`src/rtl/ers_pkg.sv`:
```
// Shared types, constants and codes of the elevator request scheduler.
`default_nettype none

package ers_pkg;

   localparam int unsigned FLOOR_W             = 4;
   localparam int unsigned FLOOR_VALUES        = 16;
   localparam int unsigned FLOOR_COUNT_DEFAULT = 16;
   localparam int unsigned STATUS_W            = 3;
   localparam int unsigned DIR_W               = 2;
   localparam int unsigned COUNT_W             = 5;

   localparam logic [FLOOR_W-1:0] TOP_FLOOR_RESET = 4'd10;

   localparam logic [STATUS_W-1:0] ST_ADDED   = 3'd0;
   localparam logic [STATUS_W-1:0] ST_DUP     = 3'd1;
   localparam logic [STATUS_W-1:0] ST_INVALID = 3'd2;
   localparam logic [STATUS_W-1:0] ST_MOVED   = 3'd3;
   localparam logic [STATUS_W-1:0] ST_ARRIVED = 3'd4;
   localparam logic [STATUS_W-1:0] ST_IDLE    = 3'd5;

   localparam logic [DIR_W-1:0] DIR_IDLE = 2'd0;
   localparam logic [DIR_W-1:0] DIR_UP   = 2'd1;
   localparam logic [DIR_W-1:0] DIR_DOWN = 2'd2;

   localparam logic OP_ADD  = 1'b0;
   localparam logic OP_STEP = 1'b1;

   typedef struct packed {
      logic               op;
      logic [FLOOR_W-1:0] floor;
   } req_type;

   typedef struct packed {
      logic [STATUS_W-1:0] status;
      logic [FLOOR_W-1:0]  current_floor;
      logic [DIR_W-1:0]    direction;
      logic [FLOOR_W-1:0]  served_floor;
      logic [COUNT_W-1:0]  pending_count;
   } rsp_type;

   typedef struct packed {
      logic capture;
      logic move;
      logic reject;
      logic advance;
      logic insert;
   } ers_cmd_type;

   typedef struct packed {
      logic is_move;
      logic reject;
      logic scan_stop;
   } ers_sts_type;

endpackage

`default_nettype wire

```
`src/rtl/elevator_request_scheduler_core.sv`:
```
// Top level of the elevator request scheduler: controller plus datapath.
//
// Usage:
//   Input: drive req_data and pulse start; the transaction is taken at a clock
//   edge with start high and busy low. op 0 queues a floor call, op 1 moves
//   the car one step toward its target.
//   Result: rsp_data is shown for exactly one cycle with rsp_valid high. The
//   receiver cannot stall; every transaction gives exactly one result.
//   Configuration: top_floor is written through csr_valid/csr_ready/csr_data,
//   only while busy and start are low.
// Sequencing:
//   A step or a rejected call is decided in S_CHECK, and its result is
//   registered from there. An accepted call goes from S_CHECK to S_SCAN,
//   where the serial scan of the request list walks one entry per cycle to
//   the insertion position k (at most FLOOR_COUNT - 1), then inserts the
//   floor and registers the result. A new transaction is accepted at the
//   edge that ends the cycle its predecessor's result is shown.
// Reset: synchronous, active high; empties the list, clears all call marks,
//   puts the car on floor 0, idle, and top_floor back to 10.
`default_nettype none

module elevator_request_scheduler_core #(
   parameter int unsigned FLOOR_COUNT = ers_pkg::FLOOR_COUNT_DEFAULT
) (
   input  wire logic                        clock,
   input  wire logic                        reset,
   input  wire logic                        start,
   output logic                             busy,
   input  wire ers_pkg::req_type            req_data,
   output logic                             rsp_valid,
   output ers_pkg::rsp_type                 rsp_data,
   input  wire logic                        csr_valid,
   output logic                             csr_ready,
   input  wire logic [ers_pkg::FLOOR_W-1:0] csr_data
);
   import ers_pkg::*;

   ers_cmd_type cmd;
   ers_sts_type sts;
   logic        csr_we;

   assign csr_ready = !busy && !start;
   assign csr_we    = csr_valid && csr_ready;

   ers_controller u_ctrl (
      .clock (clock),
      .reset (reset),
      .start (start),
      .busy  (busy),
      .sts   (sts),
      .cmd   (cmd)
   );

   ers_datapath #(
      .FLOOR_COUNT (FLOOR_COUNT)
   ) u_dp (
      .clock     (clock),
      .reset     (reset),
      .cmd       (cmd),
      .sts       (sts),
      .req_data  (req_data),
      .csr_we    (csr_we),
      .csr_data  (csr_data),
      .rsp_valid (rsp_valid),
      .rsp_data  (rsp_data)
   );

endmodule

`default_nettype wire

```
`src/rtl/ers_controller.sv`:
```
// Sequencer of the scheduler: capture, check, insertion scan.
`default_nettype none

module ers_controller (
   input  wire logic                clock,
   input  wire logic                reset,
   input  wire logic                start,
   output logic                     busy,
   input  wire ers_pkg::ers_sts_type sts,
   output ers_pkg::ers_cmd_type     cmd
);
   import ers_pkg::*;

   typedef enum logic [1:0] {
      S_IDLE,
      S_CHECK,
      S_SCAN
   } state_type;

   state_type state_ff, state_in;
   logic      busy_ff, busy_in;

   always_comb begin
      state_in = state_ff;
      cmd      = '0;
      unique case (state_ff)
         S_IDLE: begin
            if (start) begin
               cmd.capture = 1'b1;
               state_in    = S_CHECK;
            end
         end
         S_CHECK: begin
            if (sts.is_move) begin
               cmd.move = 1'b1;
               state_in = S_IDLE;
            end else if (sts.reject) begin
               cmd.reject = 1'b1;
               state_in   = S_IDLE;
            end else begin
               state_in = S_SCAN;
            end
         end
         S_SCAN: begin
            if (sts.scan_stop) begin
               cmd.insert = 1'b1;
               state_in   = S_IDLE;
            end else begin
               cmd.advance = 1'b1;
            end
         end
         default: state_in = S_IDLE;
      endcase
      busy_in = (state_in != S_IDLE);
   end

   always_ff @(posedge clock) begin
      if (reset) begin
         state_ff <= S_IDLE;
         busy_ff  <= 1'b0;
      end else begin
         state_ff <= state_in;
         busy_ff  <= busy_in;
      end
   end

   assign busy = busy_ff;

endmodule

`default_nettype wire

```
`src/rtl/ers_datapath.sv`:
```
// Scheduler datapath: request list, call marks, car state and result register.
`default_nettype none

module ers_datapath #(
   parameter int unsigned FLOOR_COUNT = ers_pkg::FLOOR_COUNT_DEFAULT
) (
   input  wire logic                         clock,
   input  wire logic                         reset,
   input  wire ers_pkg::ers_cmd_type         cmd,
   output ers_pkg::ers_sts_type              sts,
   input  wire ers_pkg::req_type             req_data,
   input  wire logic                         csr_we,
   input  wire logic [ers_pkg::FLOOR_W-1:0]  csr_data,
   output logic                              rsp_valid,
   output ers_pkg::rsp_type                  rsp_data
);
   import ers_pkg::*;

   localparam int unsigned IDX_W = $clog2(FLOOR_COUNT);
   localparam int unsigned LEN_W = $clog2(FLOOR_COUNT + 1);

   logic [FLOOR_W-1:0]      list_ff [FLOOR_COUNT];
   logic [FLOOR_W-1:0]      list_in [FLOOR_COUNT];
   logic [LEN_W-1:0]        len_ff, len_in;
   logic [LEN_W-1:0]        pos_ff, pos_in;
   logic [FLOOR_VALUES-1:0] called_ff, called_in;
   logic [FLOOR_W-1:0]      car_ff, car_in;
   logic [DIR_W-1:0]        dir_ff, dir_in;
   logic [FLOOR_W-1:0]      target_ff, target_in;
   logic                    active_ff, active_in;
   logic [FLOOR_W-1:0]      top_ff, top_in;
   logic                    op_ff, op_in;
   logic [FLOOR_W-1:0]      floor_ff, floor_in;
   rsp_type                 rsp_ff, rsp_in;
   logic                    rsp_valid_ff, rsp_valid_in;

   logic                    bad_floor, dup, full;
   logic [STATUS_W-1:0]     reject_status;
   logic [FLOOR_W-1:0]      entry, d_new, d_entry;
   logic                    nearer, same_side, pass;

   logic [FLOOR_W-1:0]      head, tgt, car_m, served_m;
   logic [DIR_W-1:0]        dir_m;
   logic [LEN_W-1:0]        len_m;
   logic                    pop, idle_step, active_m;
   logic [STATUS_W-1:0]     status_m;

   function automatic logic [FLOOR_W-1:0] floor_dist(input logic [FLOOR_W-1:0] a,
                                                      input logic [FLOOR_W-1:0] b);
      return (a >= b) ? (a - b) : (b - a);
   endfunction

   // request checks
   always_comb begin
      bad_floor = (floor_ff > top_ff) || (32'(floor_ff) >= FLOOR_COUNT);
      dup       = called_ff[floor_ff];
      full      = (len_ff >= LEN_W'(FLOOR_COUNT));
      if (bad_floor) begin
         reject_status = ST_INVALID;
      end else if (dup) begin
         reject_status = ST_DUP;
      end else begin
         reject_status = ST_INVALID;
      end
   end

   // insertion scan compare
   always_comb begin
      entry     = list_ff[pos_ff[IDX_W-1:0]];
      d_new     = floor_dist(floor_ff, car_ff);
      d_entry   = floor_dist(entry, car_ff);
      nearer    = (d_entry < d_new);
      same_side = ((dir_ff == DIR_UP) && (entry >= car_ff)) ||
                  ((dir_ff == DIR_DOWN) && (entry <= car_ff));
      pass      = (dir_ff == DIR_IDLE) ? nearer : (same_side && nearer);
   end

   always_comb begin
      sts           = '0;
      sts.is_move   = (op_ff == OP_STEP);
      sts.reject    = bad_floor || dup || full;
      sts.scan_stop = (pos_ff >= len_ff) || !pass;
   end

   // movement step
   always_comb begin
      head      = list_ff[0];
      pop       = !active_ff && (len_ff != '0);
      idle_step = !active_ff && (len_ff == '0);
      tgt       = active_ff ? target_ff : head;
      len_m     = pop ? (len_ff - LEN_W'(1)) : len_ff;
      car_m     = car_ff;
      dir_m     = dir_ff;
      active_m  = 1'b1;
      served_m  = '0;
      status_m  = ST_MOVED;
      if (idle_step) begin
         dir_m    = DIR_IDLE;
         active_m = active_ff;
         tgt      = target_ff;
         status_m = ST_IDLE;
      end else begin
         if (car_ff < tgt) begin
            car_m = car_ff + FLOOR_W'(1);
            dir_m = DIR_UP;
         end else if (car_ff > tgt) begin
            car_m = car_ff - FLOOR_W'(1);
            dir_m = DIR_DOWN;
         end
         if (car_m == tgt) begin
            served_m = tgt;
            active_m = 1'b0;
            status_m = ST_ARRIVED;
            if (len_m == '0) begin
               dir_m = DIR_IDLE;
            end
         end
      end
   end

   always_comb begin
      for (int i = 0; i < FLOOR_COUNT; i++) begin
         list_in[i] = list_ff[i];
      end
      len_in       = len_ff;
      pos_in       = pos_ff;
      called_in    = called_ff;
      car_in       = car_ff;
      dir_in       = dir_ff;
      target_in    = target_ff;
      active_in    = active_ff;
      top_in       = csr_we ? csr_data : top_ff;
      op_in        = op_ff;
      floor_in     = floor_ff;
      rsp_in       = rsp_ff;
      rsp_valid_in = 1'b0;

      if (cmd.capture) begin
         op_in    = req_data.op;
         floor_in = req_data.floor;
         pos_in   = '0;
      end

      if (cmd.advance) begin
         pos_in = pos_ff + LEN_W'(1);
      end

      if (cmd.reject) begin
         rsp_valid_in         = 1'b1;
         rsp_in.status        = reject_status;
         rsp_in.current_floor = car_ff;
         rsp_in.direction     = dir_ff;
         rsp_in.served_floor  = '0;
         rsp_in.pending_count = COUNT_W'(len_ff);
      end

      if (cmd.insert) begin
         for (int i = 1; i < FLOOR_COUNT; i++) begin
            if (LEN_W'(i) > pos_ff) begin
               list_in[i] = list_ff[i-1];
            end
         end
         list_in[pos_ff[IDX_W-1:0]] = floor_ff;
         len_in                     = len_ff + LEN_W'(1);
         called_in[floor_ff]        = 1'b1;
         rsp_valid_in               = 1'b1;
         rsp_in.status              = ST_ADDED;
         rsp_in.current_floor       = car_ff;
         rsp_in.direction           = dir_ff;
         rsp_in.served_floor        = '0;
         rsp_in.pending_count       = COUNT_W'(len_ff + LEN_W'(1));
      end

      if (cmd.move) begin
         if (pop) begin
            for (int i = 0; i < FLOOR_COUNT - 1; i++) begin
               list_in[i] = list_ff[i+1];
            end
            called_in[head] = 1'b0;
         end
         len_in               = len_m;
         car_in               = car_m;
         dir_in               = dir_m;
         target_in            = tgt;
         active_in            = active_m;
         rsp_valid_in         = 1'b1;
         rsp_in.status        = status_m;
         rsp_in.current_floor = car_m;
         rsp_in.direction     = dir_m;
         rsp_in.served_floor  = served_m;
         rsp_in.pending_count = COUNT_W'(len_m);
      end
   end

   always_ff @(posedge clock) begin
      for (int i = 0; i < FLOOR_COUNT; i++) begin
         list_ff[i] <= list_in[i];
      end
      pos_ff   <= pos_in;
      op_ff    <= op_in;
      floor_ff <= floor_in;
      rsp_ff   <= rsp_in;
      if (reset) begin
         len_ff       <= '0;
         called_ff    <= '0;
         car_ff       <= '0;
         dir_ff       <= DIR_IDLE;
         target_ff    <= '0;
         active_ff    <= 1'b0;
         top_ff       <= TOP_FLOOR_RESET;
         rsp_valid_ff <= 1'b0;
      end else begin
         len_ff       <= len_in;
         called_ff    <= called_in;
         car_ff       <= car_in;
         dir_ff       <= dir_in;
         target_ff    <= target_in;
         active_ff    <= active_in;
         top_ff       <= top_in;
         rsp_valid_ff <= rsp_valid_in;
      end
   end

   assign rsp_valid = rsp_valid_ff;
   assign rsp_data  = rsp_ff;

endmodule

`default_nettype wire

```
`config.mk`:
```
export PLATFORM = sky130hd
export DESIGN_NAME = elevator_request_scheduler_core
export DESIGN_NICKNAME = d
export VERILOG_FILES = /design/src/rtl/ers_pkg.sv /design/src/rtl/elevator_request_scheduler_core.sv /design/src/rtl/ers_controller.sv /design/src/rtl/ers_datapath.sv
export SDC_FILE = /design/constraint.sdc
export NUM_CORES = 1
export LEC_CHECK = 0
export ABC_AREA = 1
export BUFFER_PORTS_ARGS = -buffer_cell sky130_fd_sc_hd__clkbuf_2
export CORE_MARGIN = 8
export CORE_UTILIZATION = 35
export DETAILED_ROUTE_END_ITERATION = 7
export SLEW_MARGIN = 10
export SYNTH_ARGS = -nofsm -noshare
export SYNTH_HDL_FRONTEND = slang
export SYNTH_SLANG_ARGS = --single-unit
```
`constraint.sdc`:
```
create_clock -name clock -period 13.6 [get_ports clock]
set_input_delay 1.36 -clock clock [delete_from_list [all_inputs] [get_ports clock]]
set_output_delay 1.36 -clock clock [all_outputs]
set_load 0.01 [all_outputs]
```
==> results of run 1 <==
## layout make-up
class / count / area, um^2
timing repair buffer: 40 / 218
clock buffer: 19 / 464
sequential: 136 / 3040
fill: 2735 / 15300
inverter: 157 / 589
clock inverter: 13 / 105
tap: 330 / 413
multi-input combinational: 971 / 5100
## worst reg2reg max path, delay by kind of cell (launching register included)
family                     cells  cell delay (ps)
adders and majority gates      3              750
buffers and inverters          3              830
and+or+nand+nor               11             1540
AOI/OAI and AO/OA              6              950
xor gates and xnor gates       1              100
DFF                            1              940
## logic make-up after synthesis
logic type               Yosys count  share of synthesized area [%]
XOR/XNOR                           8                          0.777
adder cells (fa/ha/maj)           42                           6.16
flip-flops                       136                           33.7
AO/OA/AOI/OAI                    433                           26.7
AND/OR/NAND/NOR                  486                           22.5
multiplexers                       2                          0.222
buffers and inverters            222                           9.92
## registers in the layout (all words and copies together) (netlist names), named ones only
register and cells:
u_dp.rsp_valid 1, u_ctrl.state_ff 2, u_dp.floor_ff 4, u_dp.pos_ff 5
u_dp.target_ff 4, u_dp.active_ff 1, u_dp.op_ff 1, u_dp.called_ff 16
u_dp.top_ff 4, u_dp.dir_ff 2, u_dp.car_ff 4, u_ctrl.busy 1
u_dp.len_ff 5, u_dp.rsp_data 18, u_dp.list_ff 60
## worst max path at each step
stage / start / to / depth (start not counted)
final: flop / u_dp.rsp_data[4]$_DFFE_PP_ / 24
after global routing: flop / u_dp.rsp_data[4]$_DFFE_PP_ / 24
after CTS: flop / u_dp.rsp_data[4]$_DFFE_PP_ / 24
after detailed placement: flop / u_dp.rsp_data[4]$_DFFE_PP_ / 24
after global placement: flop / u_dp.rsp_data[1]$_DFFE_PP_ / 24
after floorplan: flop / u_dp.rsp_data[0]$_DFFE_PP_ / 25
## power groups by stage
stage	clock (uW)	sequential [uW]	combinational (uW)
global placement	0	680	598
detailed placement	0	677	605
global route	476	687	711
floorplan	0	601	495
finish	452	675	614
CTS	459	670	610
## per-layer routing
metal | vias up | track usage [%] | routed length, um
met5 | - | 0 | 0
li1 | 4506 | - | -
met1 | 4170 | 22.6 | 12500
met4 | 0 | 6.16 | 594
met3 | 47 | 2.84 | 1310
met2 | 251 | 28.3 | 12300
## Yosys cell counts, drive strengths merged
master / count
a21oi: 110
o21bai: 2
o21ai: 217
dfxtp: 104
o221ai: 8
a211oi: 1
o21a: 13
xnor2: 5
edfxtp: 32
fa: 4
nor2: 82
a22oi: 8
inv: 157
clkbuf: 40
mux2i: 2
xor2: 3
a21boi: 3
nand2: 287
o22ai: 31
nor3: 15
a31oi: 11
or2: 6
a32oi: 1
nand4: 9
nand3: 87
o211ai: 28
buf: 25
ha: 38
## through the flow
stage / cell area, um^2 / hold slack, ps / std cells / utilization (%)
2_1_floorplan: 9020 / 426 / 1329 / -
3_3_place_gp: 9360 / 435 / 1634 / 37.1
3_5_place_dp: 9360 / 448 / 1634 / 37.1
4_1_cts: 9930 / 457 / 1666 / 39.3
5_1_grt: 9930 / 479 / 1666 / 39.3
6_report: 9930 / 457 / 1666 / 39.3
==> impl_metrics.csv, run 1 <==
group,metric,value,unit
placed_design,port_buffers,33,
timing,finClkSkew,12.8,ps
power_and_ir_drop,clkPwrFrac,26.0,%
cells_and_area,drive_above_1_share,7.34,%
critical_path,worstSetupStartpointType,"flop",
timing,slew_headroom,38.0,%
cts,cts_tree,"built",
drt,wire_per_inst,16.1,um
timing,setup_viol,0,
critical_path,crit_chain,"o21ai_0 > a21oi_1 > o221ai_1 > nand2_1 > inv_1 > ha_1 > fa_1 > inv_1 > nand3_1 > nand4_2 > o211ai_1 > o21ai_0 > xnor2_1 > ha_1 > or2_2 > a31oi_1 > nand2_1 > nor2_2 > nand2_2 > nand2_2 > buf_4 > nand2_1 > nand2_1 > nand2_1",
grt,grtUsageTotal,17.3,%
floorplanning,num_rows,58,
power_and_ir_drop,internal_power,995,uW
critical_path,slowest_stage,"dfxtp_2",
cts,cts_hold_buf,0,
floorplanning,floorplan.initialDensity,35.7,%
drt,detail_route.iter0.violations,881,
floorplanning,die_h,177,um
yosys,ys_ff_latch,136,
critical_path,cp_common_cell,"nand2_1",
critical_path,crit_buf_inv,3,
critical_path,cpLargestDelayFamily,"simple AND/OR/NAND/NOR gates",
drt,via_per_inst,5.39,
timing,setup_tns,0,ps
power_and_ir_drop,peakVddDrop,73.2,uV
cts,clk_latency,440,ps
power_and_ir_drop,sw_frac_of_total,42.8,%
yosys,yosysTopAreaCellShare,23.1,%
yosys,synth.area.top_cells,"dfxtp_1, nand2_1, edfxtp_1",
power_and_ir_drop,p_leak,0.00444,uW
timing,grt_setup_unrepaired,"false",
cells_and_area,diodes,0,
cells_and_area,final_cell_mix,"nand2_1, o21ai_0, inv_1, a21oi_1, dfxtp_1",
drt,first_pass_iters,5,
cts,clock-sinks,136,
yosys,syn_nets,1384,
power_and_ir_drop,power_frac_comb,35.2,%
floorplanning,fp.dieW,177,um
critical_path,ff2ff_setup_slack,8230,ps
grt,first_global_vias,8283,
timing,max_freq,0.186,GHz
yosys,syn_area_per_cell,6.79,um^2
critical_path,slowest_delay,940,ps
placed_design,hpwl,18.2,mm
placed_design,globalplace.congestion,0.872,
critical_path,criticalPathCategory,"reg2reg",
critical_path,crit_path_end_kind,"flop",
cts,cts-root-buf,"clkbuf_16",
placed_design,preCtsSetupSlack,8290,ps
timing,hold_violations,0,
cts,clockBufferDepth,2,
yosys,yosys.area.top_type,"dfxtp_1",
power_and_ir_drop,p_total,1740,uW
yosys,syn_inst,1329,
power_and_ir_drop,power_density,175,nW/um^2
hold_path,hold_class,"reg2reg",
cts,htree_levels,4,
critical_path,crit_arrival,5560,ps
drt,drt_wl_total,26.8,mm
hold_path,hp-start,"u_dp.called_ff[15]$_SDFF_PP0_",
power_and_ir_drop,p_sw,746,uW
floorplanning,fp.dieArea,31200,um^2
cts,cts_resized,0,
critical_path,worst_r2r_path_depth,24,
timing,min_period,5370,ps
yosys,yosysWarnings,0,
drt,postRouteAntennaNets,0,
floorplanning,coreArea,25300,um^2
yosys,synth_area,9020,um^2
yosys,ys_seq_area_share,33.7,%
yosys,ys_types,41,
cells_and_area,nets,1378,
grt,grt_max_degree,85,
cts,cts_setup_buffers,0,
grt,overflow,0,
critical_path,critical_path_required,13790,ps
hold_path,whs_path_depth,2,
cells_and_area,syn2layout_area_growth,10.1,%
grt,grt_pass1_wl,43.7,mm
drt,vias,8974,
timing,finalWorstSetupSlack,8230,ps
cts,path_clk_slew,60,ps
drt,drc_errors,0,
job,maxCapViolations,0,
power_and_ir_drop,power_frac_seq,38.8,%
outcome,run_status,"finished, final reports clean",
grt,antenna_found_initial,0,
cts,cts_buffers,17,
critical_path,cp_max_fo,84,
critical_path,timing.rr.end,"u_dp.rsp_data[4]$_DFFE_PP_",
timing,tightest_slew,930,ps
floorplanning,ios,34,
timing,drv_slew,0,
hold_path,hold_path_end,"u_dp.called_ff[15]$_SDFF_PP0_",
cells_and_area,mostFrequentLayoutCell,"nand2_1",
timing,fin_crit_sh,39.5,%
(Power assumes the default switching activity.)
==> inputs of run 2 (changes only) <==
--- a/config.mk
+++ b/config.mk
@@ -5,7 +5,7 @@
 export SDC_FILE = /design/constraint.sdc
 export NUM_CORES = 1
 export LEC_CHECK = 0
-export ABC_AREA = 1
+export ABC_AREA = 0
 export BUFFER_PORTS_ARGS = -buffer_cell sky130_fd_sc_hd__clkbuf_2
 export CORE_MARGIN = 8
 export CORE_UTILIZATION = 35
==> constraint.sdc (replaced) <==
create_clock -name clock -period 4.6 [get_ports clock]
set_input_delay 0.46 -clock clock [delete_from_list [all_inputs] [get_ports clock]]
set_output_delay 0.46 -clock clock [all_outputs]
set_load 0.01 [all_outputs]
==> run 2 against run 1 <==
Compared with the run above:
- the flow now finishes with violations (setup timing)
- area after synthesis shrank 5.9%
- wire length shrank 0.76%
- via count shrank 15%
==> impl_metrics.csv, run 2 <==
group,metric,value,unit
critical_path,crit_arrival,5050,ps
timing,min_period,4750,ps
critical_path,slowest_stage,"mux4_2",
cells_and_area,top_register,"u_dp.list_ff",
floorplanning,fp.dieW,172,um
power_and_ir_drop,power_density,488,nW/um^2
job,maxCapViolations,0,
power_and_ir_drop,peakVddDrop,238,uV
yosys,synth-edff-count,32,
placed_design,hpwl,17.6,mm
grt,overflow,0,
timing,hold_violations,0,
critical_path,critical_path_required,4910,ps
cells_and_area,diodes,0,
grt,antenna_found_initial,0,
cts,htree_levels,4,
timing,grt_setup_unrepaired,"true",
floorplanning,coreArea,24000,um^2
timing,max_freq,0.211,GHz
floorplanning,fp.dieArea,29500,um^2
timing,fin_crit_sh,103,%
yosys,syn_nets,986,
yosys,yosysTopAreaCellShare,24.5,%
floorplanning,floorplan.initialDensity,35.3,%
yosys,ys_seq_area_share,35.9,%
yosys,async_flop_share,0,%
placed_design,preCtsSetupSlack,-162,ps
cts,cts_buffers,17,
power_and_ir_drop,p_leak,0.00428,uW
cells_and_area,largest_register_ffs,60,
floorplanning,ios,34,
cells_and_area,post-route-util,44.9,%
timing,setup_tns,-6270,ps
cts,cts-root-buf,"clkbuf_16",
drt,postRouteAntennaNets,0,
timing,drv_slew,0,
cells_and_area,syn2layout_area_growth,27.1,%
timing,slew_headroom,11.4,%
yosys,synth_area,8480,um^2
floorplanning,die_h,172,um
yosys,syn_area_per_cell,9.11,um^2
drt,vias,7653,
drt,first_pass_iters,6,
yosys,synth_most_common_cell,"nor2_1",
yosys,yosysWarnings,0,
placed_design,globalplace.congestion,0.900,
placed_design,port_buffers,33,
hold_path,hold_path_end,"u_dp.floor_ff[2]$_DFFE_PP_",
grt,first_global_vias,6935,
critical_path,worst_r2r_path_depth,21,
grt,grt_pass1_wl,39.3,mm
cells_and_area,drive_above_1_share,26.3,%
cts,clk_latency,430,ps
yosys,synthTopCellsByCount,"nor2_1, dfxtp_1, nand2_1",
drt,drc_errors,0,
hold_path,whs_path_depth,1,
floorplanning,num_rows,57,
hold_path,hp-start,"req_data[2]",
timing,finClkSkew,8.28,ps
critical_path,ff2ff_setup_slack,-150,ps
critical_path,cp_max_fo,6,
critical_path,slowest_delay,530,ps
grt,grtUsageTotal,17.1,%
yosys,yosys.area.top_type,"dfxtp_1",
yosys,synth.area.top_cells,"dfxtp_1, edfxtp_1, mux4_2",
cells_and_area,final_cell_mix,"dfxtp_1, nor2_1, nand2_1, a21oi_1, mux2i_1",
critical_path,crit_path_end_kind,"flop",
yosys,ys_ff_latch,136,
cells_and_area,mostFrequentLayoutCell,"dfxtp_1",
cells_and_area,nets,1055,
drt,wire_per_inst,19.9,um
drt,detail_route.iter0.violations,635,
cts,cts_tree,"built",
critical_path,criticalPathCategory,"reg2reg",
outcome,violations,"setup timing",
cts,path_clk_slew,60,ps
critical_path,worstSetupStartpointType,"flop",
cts,clockBufferDepth,2,
hold_path,hold_class,"in2reg",
yosys,ys_types,72,
placed_design,placed_area,9310,um^2
critical_path,crit_chain,"buf_12 > mux4_2 > mux4_2 > inv_2 > ha_4 > fa_2 > and3b_2 > nor3b_4 > buf_4 > mux2i_1 > xor2_1 > ha_2 > inv_2 > o31ai_4 > o31ai_4 > buf_6 > clkbuf_16 > buf_8 > nor2_4 > nor2_4 > a221o_1",
timing,tightest_slew,1320,ps
cts,clock-sinks,136,
yosys,synth_flop_cell,"dfxtp_1",
outcome,run_status,"complete, but fails checks",
grt,grt_max_degree,41,
cells_and_area,final_area,10800,um^2
timing,setup_viol,86,
drt,drt_wl_total,26.5,mm
drt,via_per_inst,5.72,
timing,finalWorstSetupSlack,-148,ps
yosys,syn_inst,931,
critical_path,timing.rr.end,"u_dp.list_ff[2][1]$_DFF_P_",
## run 2: cell types whose count changed after synthesis, moves of 23 or more
cell and delta:
a21oi_1 -40, nand2_1 -196, o21ai_1 -33, o22ai_1 -30
nand3_1 -33, o21ai_0 -153, inv_1 -121, nor2_1 +28
mux4_2 +24, a211oi_1 +24, mux2i_1 +45, a221o_1 +23
## run 2: logic make-up after synthesis
kind of cell             Yosys count  synth area share, %
AND/OR/NAND/NOR                  334                 19.1
multiplexers                      74                 12.6
flip-flops                       136                 35.9
AO/OA/AOI/OAI                    234                 19.2
adder cells (fa/ha/maj)           42                 6.55
XOR/XNOR                          19                 2.05
buffers and inverters             92                 4.65
## run 2: worst max path at each step
stage                     from  slack (ps)  depth (start not counted)                      endpoint
final                     flop        -150                         21    u_dp.list_ff[2][1]$_DFF_P_
after global routing      flop        -270                         21    u_dp.list_ff[2][1]$_DFF_P_
after CTS                 flop         -10                         17  u_dp.called_ff[0]$_SDFF_PP0_
after detailed placement  flop        -160                         19  u_dp.called_ff[0]$_SDFF_PP0_
after global placement    flop         -40                         19  u_dp.called_ff[0]$_SDFF_PP0_
after floorplan           flop          20                         20     u_dp.rsp_valid$_SDFF_PP0_
## run 2: stage by stage
step	hold slack, ps	power (uW)	instances
2_1_floorplan	464	2930	931
3_3_place_gp	489	3480	1284
3_5_place_dp	498	3490	1284
4_1_cts	194	5100	1318
5_1_grt	193	5510	1337
6_report	206	5260	1337
## run 2: power by group
group / internal, uW / switching [uW] / leakage, uW
clock network: 1030 / 537 / 0.000318
registers: 1480 / 344 / 0.00116
logic: 908 / 965 / 0.00281
total: 3410 / 1850 / 0.00428
## run 2: final cells by class
type	count	area, um^2
Clock inverter	13	225
Clock buffer	19	443
Timing Repair Buffer	109	1050
Multi-Input combinational cell	705	5500
Tap cell	324	405
Sequential cell	136	3050
Fill cell	2272	13200
Inverter	31	116
## run 2: routing by layer
| metal | global-route usage [%] | part of all wire [%] | vias up | wire (um) |
|---|---|---|---|---|
| met4 | 5.94 | 2.2 | 0 | 574 |
| met2 | 27.8 | 48 | 300 | 12700 |
| li1 | - | - | 3586 | - |
| met1 | 22.6 | 43 | 3721 | 11500 |
| met5 | 0 | 0 | - | 0 |
| met3 | 3.05 | 6.8 | 46 | 1810 |
## run 2: worst max-delay path, delay by kind of cell (launching register included)
family,cells,cell delay [ps]
AOI/OAI and AO/OA,3,740
xor gates and xnor gates,1,110
adders and majority gates,3,680
buffers and inverters,7,880
DFF,1,370
muxes,3,1230
and+or+nand+nor,4,600
## run 2: repair_timing
item / in CTS / in global routing
hold buffers: 0 / 0
gates cloned: 1 / 12
resized for setup: 8 / 109
buffers inserted: 1 / 9
pin swaps: 1 / 51
setup endpoints to repair: 52 / 122
